$ cat config.mk
export PLATFORM = sky130hd
export DESIGN_NAME = dopm_mul
export DESIGN_NICKNAME = d
export VERILOG_FILES = /design/src/rtl/core/dopm_pkg.sv /design/src/rtl/core/dopm_mul.sv
export SDC_FILE = /design/constraint.sdc
export NUM_CORES = 2
export LEC_CHECK = 0
export ABC_AREA = 1
export BUFFER_PORTS_ARGS = -buffer_cell sky130_fd_sc_hd__buf_2
export CAP_MARGIN = 20
export CORE_MARGIN = 1.5
export CORE_UTILIZATION = 60
export CTS_CLUSTER_SIZE = 20
export DETAILED_ROUTE_END_ITERATION = 12
export PLACE_DENSITY = 0.85
export SLEW_MARGIN = 10
export SYNTH_ARGS = -nofsm -noshare
export SYNTH_HDL_FRONTEND = slang
export SYNTH_SLANG_ARGS = --single-unit
$ cat constraint.sdc
create_clock -name clk -period 8.5 [get_ports clk]
set_input_delay 2.125 -clock clk [delete_from_list [all_inputs] [get_ports clk]]
set_output_delay 2.125 -clock clk [all_outputs]
set_load 0.005 [all_outputs]
$ cat src/rtl/core/dopm_pkg.sv
// Shared types, constants and elaboration-time table generators for the
// dual oscillator mixer. Used by every module in rtl/core.
package dopm_pkg;

	localparam int PH_W       = 24;
	localparam int WT_SIZE    = 64;
	localparam int WT_IDX_W   = $clog2(WT_SIZE);
	localparam int SINE_DEPTH = 1024;
	localparam int SINE_IDX_W = $clog2(SINE_DEPTH);
	localparam int INC_MIN    = 3495;
	localparam int INC_MAX    = 6990507;

	localparam int SAMPLE_W   = 16;
	localparam int GAIN_W     = 16;
	localparam int CFG_IDX_W  = 3;
	localparam int CFG_DATA_W = 24;

	localparam int MUL_A_W = 34;
	localparam int MUL_B_W = 25;
	localparam int MUL_P_W = MUL_A_W + MUL_B_W;
	localparam int DIV_Q_W = 17;

	localparam logic [CFG_IDX_W-1:0] CFG_INC_A    = 3'd0;
	localparam logic [CFG_IDX_W-1:0] CFG_INC_B    = 3'd1;
	localparam logic [CFG_IDX_W-1:0] CFG_FM_DEPTH = 3'd2;
	localparam logic [CFG_IDX_W-1:0] CFG_WAVE_A   = 3'd3;
	localparam logic [CFG_IDX_W-1:0] CFG_WAVE_B   = 3'd4;
	localparam logic [CFG_IDX_W-1:0] CFG_LEVEL_A  = 3'd5;
	localparam logic [CFG_IDX_W-1:0] CFG_LEVEL_B  = 3'd6;
	localparam logic [CFG_IDX_W-1:0] CFG_SUB_GAIN = 3'd7;

	localparam logic [1:0] WAVE_A_TABLE  = 2'd0;
	localparam logic [1:0] WAVE_A_SAW    = 2'd1;
	localparam logic [1:0] WAVE_A_SQUARE = 2'd2;
	localparam logic [1:0] WAVE_B_SAW    = 2'd0;
	localparam logic [1:0] WAVE_B_SQUARE = 2'd1;
	localparam logic [1:0] WAVE_B_SINE   = 2'd2;

	typedef enum logic [2:0] {
		KIND_TABLE,
		KIND_SAW,
		KIND_SQUARE,
		KIND_SINE,
		KIND_ZERO
	} wave_kind_t;

	typedef logic [SINE_DEPTH-1:0][SAMPLE_W-1:0] sine_rom_t;
	typedef logic [WT_SIZE-1:0][SAMPLE_W-1:0] harm_table_t;

	localparam logic [63:0] Q30_ONE    = 64'd1073741824;
	localparam logic [63:0] TWO_PI_Q30 = 64'd6746518852;

	// Sine of p/2^32 of a cycle in Q2.30, Taylor series on a folded quarter wave.
	function automatic logic signed [63:0] sin_q30(input logic [63:0] p_in);
		logic [63:0] p;
		logic [63:0] th;
		logic [63:0] x2;
		logic [63:0] t;
		logic [63:0] q;
		logic        neg;
		p = p_in & 64'hFFFF_FFFF;
		neg = 1'b0;
		if (p >= 64'h8000_0000) begin
			neg = 1'b1;
			p = p - 64'h8000_0000;
		end
		if (p > 64'h4000_0000) begin
			p = 64'h8000_0000 - p;
		end
		th = (p * TWO_PI_Q30) >> 32;
		x2 = (th * th) >> 30;
		t = Q30_ONE;
		for (int k = 0; k < 5; k++) begin
			q = (x2 * t) >> 30;
			case (k)
				0: q = q / 110;
				1: q = q / 72;
				2: q = q / 42;
				3: q = q / 20;
				default: q = q / 6;
			endcase
			t = Q30_ONE - q;
		end
		th = (th * t) >> 30;
		return neg ? -$signed(th) : $signed(th);
	endfunction

	function automatic logic [SAMPLE_W-1:0] q30_to_q15(input logic signed [63:0] v);
		logic [63:0]               m;
		logic signed [SAMPLE_W-1:0] r;
		m = (v < 0) ? 64'(-v) : 64'(v);
		m = (m + 64'd16384) >> 15;
		if (m > 64'd32767) begin
			m = 64'd32767;
		end
		r = $signed({1'b0, m[SAMPLE_W-2:0]});
		return (v < 0) ? -r : r;
	endfunction

	function automatic sine_rom_t gen_sine_rom();
		sine_rom_t r;
		for (int n = 0; n < SINE_DEPTH; n++) begin
			r[n] = q30_to_q15(sin_q30(64'(n) << (32 - SINE_IDX_W)));
		end
		return r;
	endfunction

	function automatic harm_table_t gen_harm_table();
		harm_table_t         r;
		logic signed [63:0]  acc;
		logic signed [63:0]  s;
		logic [63:0]         p;
		for (int n = 0; n < WT_SIZE; n++) begin
			acc = 64'sd0;
			for (int k = 0; k < 4; k++) begin
				p = 64'(((2 * k + 1) * n) % WT_SIZE) << (32 - WT_IDX_W);
				s = sin_q30(p);
				case (k)
					0: acc = acc + s;
					1: acc = acc + s / 2;
					2: acc = acc + s / 4;
					default: acc = acc + s / 8;
				endcase
			end
			r[n] = q30_to_q15(acc * 3 / 5);
		end
		return r;
	endfunction

	localparam sine_rom_t   SINE_ROM   = gen_sine_rom();
	localparam harm_table_t HARM_TABLE = gen_harm_table();

	function automatic logic signed [SAMPLE_W-1:0] sat16(input logic signed [39:0] v);
		if (v > 40'sd32767) begin
			return 16'sh7FFF;
		end
		if (v < -40'sd32768) begin
			return 16'sh8000;
		end
		return v[SAMPLE_W-1:0];
	endfunction

endpackage

$ cat src/rtl/core/dopm_mul.sv
// Shared signed multiplier with a registered product.
// Depends on dopm_pkg for operand widths.
module dopm_mul (
	input  logic                                clk,
	input  logic signed [dopm_pkg::MUL_A_W-1:0] op_a,
	input  logic signed [dopm_pkg::MUL_B_W-1:0] op_b,
	output logic signed [dopm_pkg::MUL_P_W-1:0] prod_q
);
	import dopm_pkg::*;

	always_ff @(posedge clk) begin
		prod_q <= MUL_P_W'(op_a) * MUL_P_W'(op_b);
	end

endmodule

# --- Yosys cells after proc, flatten, opt, wreduce, memory -nomap -nowiden ---
# Cells that the tools add are included.
word_totals:
  ff_bits: 59
  input_bits: 60
  out_inout_bits: 59
  wordCells: 2
classes:
  multipliers: 1
ops:
  columns: ["cell", "n"]
  rows:
  - ["$mul A34 B25 Y59", 1]

# --- Logic depth before layout (Yosys ltp) ---
depth:
  word_depth: 1
  ltp_mapped: 31
  mapped_depth_nobuf: 29

# --- Least setup slack after synthesis ---
# Ideal clock, no wire load.
synth_timing:
  kind: "in2reg"
  start: "input op_a[33] (netlist bit)"
  end: "register prod_q[58] (netlist bit)"
  setup_ps: 112
  t_arrival_ps: 7964
  setup_slack_ps: 424
  path_stages: 24
  path_buffers: 2
  path_cell_list: "clkbuf_1 -> clkbuf_1 -> nand2_1 -> inv_1 -> fa_1 -> fa_1 -> fa_1 -> inv_1 -> fa_1 -> inv_1 -> fa_1 -> inv_1 -> fa_1 -> inv_1 -> fa_1 -> ha_1 -> nand2_1 -> nor3_1 -> inv_1 -> nor2_1 -> and3_1 -> nand2_1 -> nand3_1 -> nand2_1"
synth_between:
  elab_chain_len: 1
synth_lines:
  columns: ["item", "line_no", "source"]
  rows:
  - ["from (decl)", "dopm_mul.sv:5", "input logic signed [dopm_pkg::MUL_A_W-1:0] op_a,"]
  - ["$mul A34 B25 Y59", "dopm_mul.sv:12", "prod_q <= MUL_P_W'(op_a) * MUL_P_W'(op_b);"]
  - ["to (signal assigned)", "dopm_mul.sv:12", null]
  - ["to (decl)", "dopm_mul.sv:7", "output logic signed [dopm_pkg::MUL_P_W-1:0] prod_q"]
# Every way passes these cells.

# --- Worst setup path in the final report ---
layout_timing:
  start: "input op_a[14] (netlist bit)"
  end: "register prod_q[31] (netlist bit)"
# Same word-level chain as after synthesis.

==> impl_metrics.yaml <==
run_status:
  status: "finished, final reports clean"
critical_path:
  crit_buf_inv: 8
  worstSetupStartpointType: "primary input"
  crit_type: "primary input to flop"
  crit_top_cell: "nand2_1"
  cp_slowest_cell: "fa_1"
  path_delay_family: "adder cells"
  worstPathRequired_ns: 8.73
  critical_path_arrival_ns: 8.42
  crit_path_max_incr_delay_ns: 0.62
  crit_path_end_kind: "flop"
  worst-path-stages: 26
  critPathMaxFanout: 25
sta:
  setup_viol: 0
  timing.final.crit_period_ns: 8.19
  fmax_mhz: 122
  holdWs_ns: 2.41
  rsz0062_at_grt: "no"
  hold_viol: 0
  layout_setup_ws_ns: 0.308
  slew_violations: 0
  fin_crit_sh_pct: 96.4
  slew_headroom_pct: 48.1
  tightest_slew_ns: 0.778
layout:
  final_cell_mix: "inv_1 (1459), nand2_1 (1321), fa_1 (864), ha_1 (159), buf_2 (118)"
  largest_register_ffs: 59
  top_regs: "prod_q (59)"
  design_area_sq_um: 35600
  layout-drive-gt1-share_pct: 6.35
  area_growth_pct: 5.76
  multiInputGateArea_sq_um: 26200
  seqCellArea_sq_um: 1180
  fill_cells: 4489
  layout.nets: 5519
  top_register: "prod_q"
  mostFrequentLayoutCell: "inv_1"
synth:
  ys_async_sr_fraction_pct: 0
  synth_area_per_cell_sq_um: 7.62
  yosys_warnings: 0
  synth_cell_type_count: 33
  synthCells: 4418
  synth_area_sq_um: 33700
  synth_fp_nets: 5502
  ys_ff_latch: 59
  synth_edf_count: 0
  seq_area_frac_synth_pct: 3.51
  ys.flop_type: "dfxtp_1"
global_routing:
  grt-ovfl-total: 0
  grt_max_degree: 35
  antenna_found_initial: 8
  grt_first_pass_wirelength_um: 149000
  first_global_vias: 29400
  use_met1_pct: 42.2
  met3_usage_pct: 7.92
  grt_usage_pct: 33.8
  top_usage_layer: "met2"
  met2_usage_pct: 56.7
floorplan:
  dieArea_sq_um: 57500
  core-area_sq_um: 55300
  die_h_um: 240
  num_rows: 86
  start_util_pct: 60.8
  pin_count: 119
  die_w_um: 240
clock_tree:
  cts_buffer_depth: 2
  cts_root_buffer: "clkbuf_16"
  clkTransAtPathRegs_ns: 0.05
  numClockSinks: 59
  h-tree-depth: 3
  post_cts_buffers: 0
  cts_tree: "yes"
  cts_made_buffers: 9
run:
  maxCapViolCount: 0
routing:
  wirelength_um: 91100
  vias: 27100
  antenna_left: 0
  first_iter_violations: 2252
  first_pass_iters: 6
  route.detailed.drc: 0
  avgRoutedWirePerCell_um: 17.5
  via_per_inst: 5.21
placement:
  port_buffers: 118
  dpl.hpwl_um: 78400
  pre_cts_slack_ns: -0.0179
  gp_congestion: 1.01
  placed_area_sq_um: 35300
worst_hold_path:
  hold_class: "primary input to flop"
  holdPathStages: 4
==> what timing repair did <==
| action | CTS | global route |
|---|---|---|
| hold buffers | 0 | 0 |
| resized for setup | 0 | 1 |
| endpoints found under the hold margin | 0 | 0 |
| endpoints found under the setup margin | 0 | 1 |
==> layer usage <==
layer  vias up  share of wire (%)
met1     13200                 36
li1      12000                  -
met4         0                5.0
met2      1492                 48
met5         -                  0
met3       302                 11
==> through the flow <==
stage / instances / setup TNS, ns / util, %
after floorplan: 4418 / 0 / -
after global placement: 5172 / 0 / 63.7
after detailed placement: 5172 / -0.0179 / 63.7
after CTS: 5187 / 0 / 64.3
after global routing: 5195 / 0 / 64.4
final: 5195 / 0 / 64.4
==> worst min-delay path, delay by kind of cell <==
family | cells | cell delay [ns]
buffers and inverters | 3 | 0.48
and+or+nand+nor | 1 | 0.11
==> layout make-up <==
class / count / area share [%]
diodes: 8 / 0.0562
clock buffers: 12 / 0.749
clock inverters: 3 / 0.130
inverters: 1462 / 15.4
multi-input cells: 2696 / 73.7
flip-flops and latches: 59 / 3.32
well taps: 748 / 2.63
repair buffers: 207 / 3.99
==> kinds of logic after synthesis <==
family                   Yosys count  share of synthesized area, %
adder cells (fa/ha/maj)         1024                          57.4
flip-flops                        59                          3.51
AND/OR/NAND/NOR                 1580                          18.8
AO/OA/AOI/OAI                     57                         0.900
XOR/XNOR                          35                         0.911
buffers and inverters           1663                          18.5
==> Yosys cell counts (3+ instances only) <==
cell	number	area, sq um
o21ai_0	9	45.0
dfxtp_1	59	1180
nor2_4	4	45.0
xnor2_1	7	61.3
nor2_2	24	150
nand2_1	1321	4960
nand2_2	13	81.3
o21bai_1	4	30.0
and2_1	5	31.3
clkbuf_1	201	754
xor2_1	28	245
fa_1	865	17300
nand3b_1	4	30.0
ha_1	159	1990
or2_2	7	43.8
nor2_1	102	383
nand3_2	6	60.1
inv_1	1459	5480
nor3_2	3	30.0
a21oi_1	41	205
nand4_1	19	119
nand3_1	58	290
nor3_1	5	25.0
==> final timing paths <==
check / from / endpoint
min: op_a[0] / prod_q[0]$_DFF_P_
max: op_a[14] / prod_q[31]$_DFF_P_
Power is left out: the tool's default activity adds up to more than one toggle a clock period on the data nets, which glitch-free logic cannot reach.
