File: src/rtl/core/dopm_pkg.sv
// Shared types, constants and elaboration-time table generators for the
// dual oscillator mixer. Used by every module in rtl/core.
package dopm_pkg;

	localparam int PH_W       = 24;
	localparam int WT_SIZE    = 64;
	localparam int WT_IDX_W   = $clog2(WT_SIZE);
	localparam int SINE_DEPTH = 1024;
	localparam int SINE_IDX_W = $clog2(SINE_DEPTH);
	localparam int INC_MIN    = 3495;
	localparam int INC_MAX    = 6990507;

	localparam int SAMPLE_W   = 16;
	localparam int GAIN_W     = 16;
	localparam int CFG_IDX_W  = 3;
	localparam int CFG_DATA_W = 24;

	localparam int MUL_A_W = 34;
	localparam int MUL_B_W = 25;
	localparam int MUL_P_W = MUL_A_W + MUL_B_W;
	localparam int DIV_Q_W = 17;

	localparam logic [CFG_IDX_W-1:0] CFG_INC_A    = 3'd0;
	localparam logic [CFG_IDX_W-1:0] CFG_INC_B    = 3'd1;
	localparam logic [CFG_IDX_W-1:0] CFG_FM_DEPTH = 3'd2;
	localparam logic [CFG_IDX_W-1:0] CFG_WAVE_A   = 3'd3;
	localparam logic [CFG_IDX_W-1:0] CFG_WAVE_B   = 3'd4;
	localparam logic [CFG_IDX_W-1:0] CFG_LEVEL_A  = 3'd5;
	localparam logic [CFG_IDX_W-1:0] CFG_LEVEL_B  = 3'd6;
	localparam logic [CFG_IDX_W-1:0] CFG_SUB_GAIN = 3'd7;

	localparam logic [1:0] WAVE_A_TABLE  = 2'd0;
	localparam logic [1:0] WAVE_A_SAW    = 2'd1;
	localparam logic [1:0] WAVE_A_SQUARE = 2'd2;
	localparam logic [1:0] WAVE_B_SAW    = 2'd0;
	localparam logic [1:0] WAVE_B_SQUARE = 2'd1;
	localparam logic [1:0] WAVE_B_SINE   = 2'd2;

	typedef enum logic [2:0] {
		KIND_TABLE,
		KIND_SAW,
		KIND_SQUARE,
		KIND_SINE,
		KIND_ZERO
	} wave_kind_t;

	typedef logic [SINE_DEPTH-1:0][SAMPLE_W-1:0] sine_rom_t;
	typedef logic [WT_SIZE-1:0][SAMPLE_W-1:0] harm_table_t;

	localparam logic [63:0] Q30_ONE    = 64'd1073741824;
	localparam logic [63:0] TWO_PI_Q30 = 64'd6746518852;

	// Sine of p/2^32 of a cycle in Q2.30, Taylor series on a folded quarter wave.
	function automatic logic signed [63:0] sin_q30(input logic [63:0] p_in);
		logic [63:0] p;
		logic [63:0] th;
		logic [63:0] x2;
		logic [63:0] t;
		logic [63:0] q;
		logic        neg;
		p = p_in & 64'hFFFF_FFFF;
		neg = 1'b0;
		if (p >= 64'h8000_0000) begin
			neg = 1'b1;
			p = p - 64'h8000_0000;
		end
		if (p > 64'h4000_0000) begin
			p = 64'h8000_0000 - p;
		end
		th = (p * TWO_PI_Q30) >> 32;
		x2 = (th * th) >> 30;
		t = Q30_ONE;
		for (int k = 0; k < 5; k++) begin
			q = (x2 * t) >> 30;
			case (k)
				0: q = q / 110;
				1: q = q / 72;
				2: q = q / 42;
				3: q = q / 20;
				default: q = q / 6;
			endcase
			t = Q30_ONE - q;
		end
		th = (th * t) >> 30;
		return neg ? -$signed(th) : $signed(th);
	endfunction

	function automatic logic [SAMPLE_W-1:0] q30_to_q15(input logic signed [63:0] v);
		logic [63:0]               m;
		logic signed [SAMPLE_W-1:0] r;
		m = (v < 0) ? 64'(-v) : 64'(v);
		m = (m + 64'd16384) >> 15;
		if (m > 64'd32767) begin
			m = 64'd32767;
		end
		r = $signed({1'b0, m[SAMPLE_W-2:0]});
		return (v < 0) ? -r : r;
	endfunction

	function automatic sine_rom_t gen_sine_rom();
		sine_rom_t r;
		for (int n = 0; n < SINE_DEPTH; n++) begin
			r[n] = q30_to_q15(sin_q30(64'(n) << (32 - SINE_IDX_W)));
		end
		return r;
	endfunction

	function automatic harm_table_t gen_harm_table();
		harm_table_t         r;
		logic signed [63:0]  acc;
		logic signed [63:0]  s;
		logic [63:0]         p;
		for (int n = 0; n < WT_SIZE; n++) begin
			acc = 64'sd0;
			for (int k = 0; k < 4; k++) begin
				p = 64'(((2 * k + 1) * n) % WT_SIZE) << (32 - WT_IDX_W);
				s = sin_q30(p);
				case (k)
					0: acc = acc + s;
					1: acc = acc + s / 2;
					2: acc = acc + s / 4;
					default: acc = acc + s / 8;
				endcase
			end
			r[n] = q30_to_q15(acc * 3 / 5);
		end
		return r;
	endfunction

	localparam sine_rom_t   SINE_ROM   = gen_sine_rom();
	localparam harm_table_t HARM_TABLE = gen_harm_table();

	function automatic logic signed [SAMPLE_W-1:0] sat16(input logic signed [39:0] v);
		if (v > 40'sd32767) begin
			return 16'sh7FFF;
		end
		if (v < -40'sd32768) begin
			return 16'sh8000;
		end
		return v[SAMPLE_W-1:0];
	endfunction

endpackage

File: src/rtl/core/dopm_div.sv
// Restoring divider, one quotient bit per cycle, for (num << 16) / den.
// The caller guarantees num < den. Depends on dopm_pkg.
module dopm_div (
	input  logic                             clk,
	input  logic                             arst_n,
	input  logic                             start,
	input  logic [dopm_pkg::PH_W-1:0]        num,
	input  logic [dopm_pkg::PH_W-1:0]        den,
	output logic                             done,
	output logic [dopm_pkg::DIV_Q_W-1:0]     quot
);
	import dopm_pkg::*;

	localparam int CNT_W = $clog2(DIV_Q_W + 1);

	logic               busy_q;
	logic               done_q;
	logic [CNT_W-1:0]   cnt_q;
	logic [PH_W-1:0]    rem_q;
	logic [PH_W-1:0]    den_q;
	logic [DIV_Q_W-1:0] bits_q;
	logic [DIV_Q_W-1:0] quot_q;
	logic [PH_W:0]      trial;
	logic [PH_W:0]      diff;
	logic               ge;

	assign trial = {rem_q, bits_q[DIV_Q_W-1]};
	assign ge    = trial >= {1'b0, den_q};
	assign diff  = trial - {1'b0, den_q};

	always_ff @(posedge clk or negedge arst_n) begin
		if (!arst_n) begin
			busy_q <= 1'b0;
			done_q <= 1'b0;
			cnt_q  <= '0;
		end else begin
			done_q <= 1'b0;
			if (start) begin
				busy_q <= 1'b1;
				cnt_q  <= CNT_W'(DIV_Q_W);
			end else if (busy_q) begin
				cnt_q <= cnt_q - 1'b1;
				if (cnt_q == CNT_W'(1)) begin
					busy_q <= 1'b0;
					done_q <= 1'b1;
				end
			end
		end
	end

	always_ff @(posedge clk) begin
		if (start) begin
			rem_q  <= {1'b0, num[PH_W-1:1]};
			bits_q <= {num[0], {(DIV_Q_W-1){1'b0}}};
			den_q  <= den;
		end else if (busy_q) begin
			rem_q  <= ge ? diff[PH_W-1:0] : trial[PH_W-1:0];
			bits_q <= {bits_q[DIV_Q_W-2:0], 1'b0};
			quot_q <= {quot_q[DIV_Q_W-2:0], ge};
		end
	end

	assign done = done_q;
	assign quot = quot_q;

endmodule

File: config.mk
export PLATFORM = sky130hd
export DESIGN_NAME = dopm_div
export DESIGN_NICKNAME = d
export VERILOG_FILES = /design/src/rtl/core/dopm_pkg.sv /design/src/rtl/core/dopm_div.sv
export SDC_FILE = /design/constraint.sdc
export NUM_CORES = 1
export LEC_CHECK = 0
export BUFFER_PORTS_ARGS = -buffer_cell sky130_fd_sc_hd__buf_2
export CORE_ASPECT_RATIO = 0.5
export CORE_MARGIN = 5
export CORE_UTILIZATION = 40
export CTS_BUF_LIST = sky130_fd_sc_hd__clkbuf_4
export CTS_CLUSTER_DIAMETER = 30
export DETAILED_ROUTE_END_ITERATION = 10
export PLACE_DENSITY_LB_ADDON = 0.05
export SKIP_LAST_GASP = 1
export SYNTH_ARGS = -nofsm -noshare
export SYNTH_HDL_FRONTEND = slang
export SYNTH_SLANG_ARGS = --single-unit
File: constraint.sdc
create_clock -name clk -period 2.7 [get_ports clk]
set_input_delay 0.135 -clock clk [delete_from_list [all_inputs] [get_ports clk]]
set_output_delay 0.135 -clock clk [all_outputs]
set_load 0.1 [all_outputs]
# After elaboration in Yosys (flattened, before gate mapping)
# Cells that the tools add are included.
word_totals:
  regBits: 73
  wordCells: 28
  output_inout_bits: 18
  inputBits: 51
classes:
  order_cmp: 1
  muxes: 13
  n_bitwise: 1
  reduce_logical: 2
  n_eq_ne: 1
  n_addsub: 2
op_table:
  columns: ["op", "n"]
  rows:
  - ["$mux 23", 2]
  - ["$mux 17", 2]
  - ["$ge 25x24->1", 1]
  - ["$mux 24", 1]
  - ["$sub 24x24->24", 1]
  - ["$mux 5", 2]
  - ["$mux 1", 6]
  - ["$eq 5x1->1 const B", 1]
  - ["$sub 5x1->5 const B", 1]
  - ["$reduce_and 2->1", 1]
  - ["$reduce_bool 2->1", 1]
  - ["$not 1->1", 1]

# Depth between registers and ports, before layout
depth:
  word_depth: 4
  depth_mapped: 13
  mapped_depth_nobuf: 11

# Worst setup path after synthesis
# No wires, ideal clock.
synth_path:
  path_type: "reg2reg"
  start: "register rem_q[3]"
  end: "register rem_q[16] (data pin)"
  path_stages_with_launch: 12
  setup_slack_ps: -154
  required_time_ps: 2440
  arrival_time_ps: 2595
  cell_sequence: "edfxtp_1 -> ha_1 -> or4_1 -> o21ai_0 -> a211oi_1 -> a21oi_2 -> a21o_1 -> a21o_2 -> inv_2 -> buf_6 -> mux2_4 -> mux2_2"
synth_via:
  elab_chain_len: 4
  elab_cells_between_ends: 5
synth_rtl:
  columns: ["item", "line_no", "text"]
  rows:
  - ["start, declared", "dopm_div.sv:19", "logic [PH_W-1:0] rem_q;"]
  - ["start signal, assigned", "dopm_div.sv:53", "rem_q <= {1'b0, num[PH_W-1:1]};"]
  - ["start signal, assigned", "dopm_div.sv:57", "rem_q <= ge ? diff[PH_W-1:0] : trial[PH_W-1:0];"]
  - ["$sub 24x24->24 / $ge 25x24->1 (equally long branches)", "dopm_div.sv:29, dopm_div.sv:28", null]
  - ["$mux 24 (*)", "dopm_div.sv:57", null]
  - ["$mux 23 (*)", "dopm_div.sv:56", "end else if (busy_q) begin"]
  - ["$mux 23 (*)", "dopm_div.sv:52", "if (start) begin"]
# Mark *: on every way between the ends. The rest lies on a longest branch, timed or not. The select of a mux whose other input is x is not followed.
# A chain may end at the register's enable or synchronous reset.

# Worst setup path in the final report
# Same ends and word-level chain as after synthesis.

==> results.json <==
{
  "status": "finished with violations",
  "violations": "setup timing",
  "setup_ws_ps": -41.6,
  "crit_end": "rem_q[16]",
  "power.leakage_nw": 2.54,
  "gp_congestion": 0.843,
  "synth-xor-area-share_pct": 4.47,
  "initial_utilization_pct": 40.7,
  "synth_top_cell_area_share_pct": 47.4,
  "port_buffers": 68,
  "rows": 26,
  "grt.total_usage_pct": 15.6,
  "critical_path_class": "flop to flop",
  "clockPowerShare_pct": 13.2,
  "pin_count": 69,
  "vias_per_cell": 4.87,
  "critPathLaunchType": "flop",
  "cts_root_buf": "clkbuf_4",
  "first_pass_iters": 4,
  "drive_gt1_share_pct": 34.9,
  "synth_sequential_area_ratio_pct": 52.1,
  "relSlewSlack_pct": 63.3,
  "synth-seq-cells": 73,
  "die_area_sq_mm": 0.0125,
  "drtIter0Drc": 151,
  "synth-compound-area-share_pct": 13.3,
  "switching_share_pct": 40.7,
  "rsz0062_at_grt": "yes",
  "synth_top_family_by_area": "compound AO/OA/AOI/OAI gates",
  "nets": 603,
  "switching_power_w": 0.00276,
  "reg2reg_slack_ps": -40,
  "power_frac_seq_pct": 27.2,
  "synth_adder_area_share_pct": 8.39,
  "fmax_mhz": 365,
  "clk_latency_ps": 440,
  "power_density_mw_per_mm2": 1150,
  "drtAntennaViolNets": 0,
  "syn2layout_area_growth_pct": 43.1,
  "finClkSkew_ps": 10.7,
  "setup_viol": 5,
  "period_minus_slack_ps": 2740,
  "r2r_cells": 10,
  "vias": 3263,
  "ys_async_sr_fraction_pct": 9.59,
  "core_region_area_sq_mm": 0.0101,
  "grt_max_degree": 38,
  "tightest_slew_ps": 546,
  "dpl.hpwl_um": 6720,
  "cap_violations": 0,
  "hold_ws_ps": 39.3,
  "synth.area.top_cells": "edfxtp_1 47%, ha_1 7.9%, dfrtp_1 4.3%, mux2i_1 3.6%, inv_1 2.8%",
  "drc": 0,
  "antenna_found_initial": 0,
  "gr-total-overflow": 0,
  "clock_path_buffers": 2,
  "die_y_um": 81.7,
  "slew_viol_final": 0,
  "syn-instance-count": 363,
  "hold_viol": 0,
  "synthMuxAreaShare_pct": 5.93,
  "finalSetupTns_ps": -137,
  "worstReg2RegEnd": "rem_q[16]",
  "totalWireLength_um": 9640,
  "die_w_um": 153,
  "grt_pass1_vias": 3230,
  "ys_types": 52,
  "p_int_w": 0.00402,
  "post-route-period-util_pct": 102,
  "ir_drop_mv": 0.489,
  "grt_pass1_wl_um": 15400,
  "post_drt_wl_per_cell_um": 14.4,
  "synthFlopType": "edfxtp_1",
  "synth_nets": 441,
  "yosys.area.top_type": "edfxtp_1",
  "dp_slack_ps": -182,
  "cts_sinks": 73,
  "worstSetupEndpointType": "flop",
  "yosys.area_share.simple_pct": 11.5,
  "cts_htree_levels": 3,
  "r2r_start": "rem_q[3]",
  "synth_area_per_cell_sq_um": 11.3,
  "path_clk_slew_ps": 120,
  "ys_warn_count": 0,
  "synth_area_sq_mm": 0.00412,
  "crit_arrival_ps": 2940,
  "cp.required_ps": 2900,
  "comb_power_share_pct": 59.6,
  "antenna_cells": 0,
  "synth-edff-count": 65,
  "hp-class": "input port to flop",
  "crit_fanout": 7,
  "crit_start": "rem_q[3]",
  "cts_tree": "built",
  "cts-buffers-inserted": 9
}
==> worst min path at each step <==
stage | startpoint | endpoint | slack, ps | cells past startpoint
3_3_place_gp | arst_n | cnt_q[4] | -20 | 1
4_1_cts | num[17] | rem_q[16] | 10 | 2
5_1_grt | num[17] | rem_q[16] | 20 | 2
2_1_floorplan | arst_n | busy_q | -160 | 0
3_5_place_dp | arst_n | done | -20 | 1
6_report | num[17] | rem_q[16] | 40 | 2
==> power groups by stage <==
| stage | registers, W | logic [W] | clock network, W |
|---|---|---|---|
| floorplan | 0.00221 | 0.00213 | 0 |
| global placement | 0.00184 | 0.00342 | 0 |
| detailed placement | 0.00185 | 0.00344 | 0 |
| CTS | 0.00183 | 0.00379 | 0.000931 |
| global route | 0.00188 | 0.00439 | 0.000979 |
| finish | 0.00184 | 0.00404 | 0.000897 |
==> routing by layer <==
| layer | GRT usage [%] | routed length (um) | share of wire [%] | vias to the layer above |
|---|---|---|---|---|
| met4 | 4.41 | 78 | 0.81 | 0 |
| met1 | 21.0 | 4750 | 49 | 1544 |
| li1 | - | - | - | 1651 |
| met3 | 4.89 | 455 | 4.7 | 8 |
| met5 | 0 | 0 | 0 | - |
| met2 | 24.7 | 4360 | 45 | 60 |
==> final cells by class <==
type	instances	area, sq um
tap	140	175
multi-input combinational	247	2080
timing repair buffer	162	1180
fill	838	4220
clock buffer	10	75.1
clock inverter	6	115
sequential	73	2150
inverter	32	125
==> placed cells by master, fill, tap and decap left out, types with 3 or more instances in the layout <==
cell,instances
dlygate4sd3_1,46
o21ai_0,15
nand2b_1,4
nor2b_1,7
and2_1,4
xnor2_1,11
clkbuf_4,10
a21o_1,9
xor2_1,10
ha_4,8
o21a_1,5
and3_1,3
nor3_1,7
bufinv_16,3
a211oi_2,4
nor2_1,9
a21oi_1,18
mux2_2,7
nand2_1,31
ha_1,17
inv_1,28
inv_2,3
buf_4,46
edfxtp_1,65
o211ai_1,4
o21ai_1,5
buf_2,68
dfrtp_1,7
nand3_1,3
mux2i_1,15
nor2_2,3
==> metrics by stage <==
| stage | cells | utilization, % | total power (W) | cell area, sq um |
|---|---|---|---|---|
| global route | 670 | 58.3 | 0.00725 | 5890 |
| floorplan | 363 | - | 0.00434 | 4150 |
| detailed placement | 599 | 48.5 | 0.00529 | 4910 |
| global placement | 599 | 48.5 | 0.00526 | 4910 |
| finish | 670 | 58.3 | 0.00678 | 5890 |
| CTS | 669 | 57.0 | 0.00656 | 5760 |
==> cell usage after synthesis (8+ instances only) <==
library cell and instances:
mux2i_1 15, nor2b_1 9, nor2_1 12, nor3_1 8, inv_1 31, o21ai_0 22, a21oi_1 20, ha_1 26
xor2_1 10, xnor2_1 11, edfxtp_1 65, nand2_1 31, a21o_1 9
==> registers in the layout, summed over array words and instances, names as in the netlist <==
signal  cells
cnt_q       5
quot       17
bits_q      1
done        1
busy_q      1
den_q      24
rem_q      24
==> cells by family after synthesis <==
family	count (synthesis)
compound gates	84
xor+xnor	21
fa+ha+maj	27
buf+inv	43
flops	73
mux	23
simple gates	92
==> timing repair <==
| item | CTS | global route |
|---|---|---|
| gates resized for setup | 25 | 28 |
| endpoints found under the setup margin | 21 | 22 |
| cloned | 0 | 0 |
| endpoints found under the hold margin | 52 | 0 |
| buffers inserted | 9 | 3 |
| hold buffers | 46 | 0 |
| pin swaps | 17 | 18 |
==> worst max-delay path: stages (launching register included) <==
cell and delay, ps:
edfxtp_1 450, ha_4 260, or4_4 510, o21ai_2 80
a211oi_2 60, a21oi_2 160, a21o_1 160, a21o_2 160
clkinv_4 100, mux2_4 300, mux2_2 260
Power figures use the tool's default switching activity.
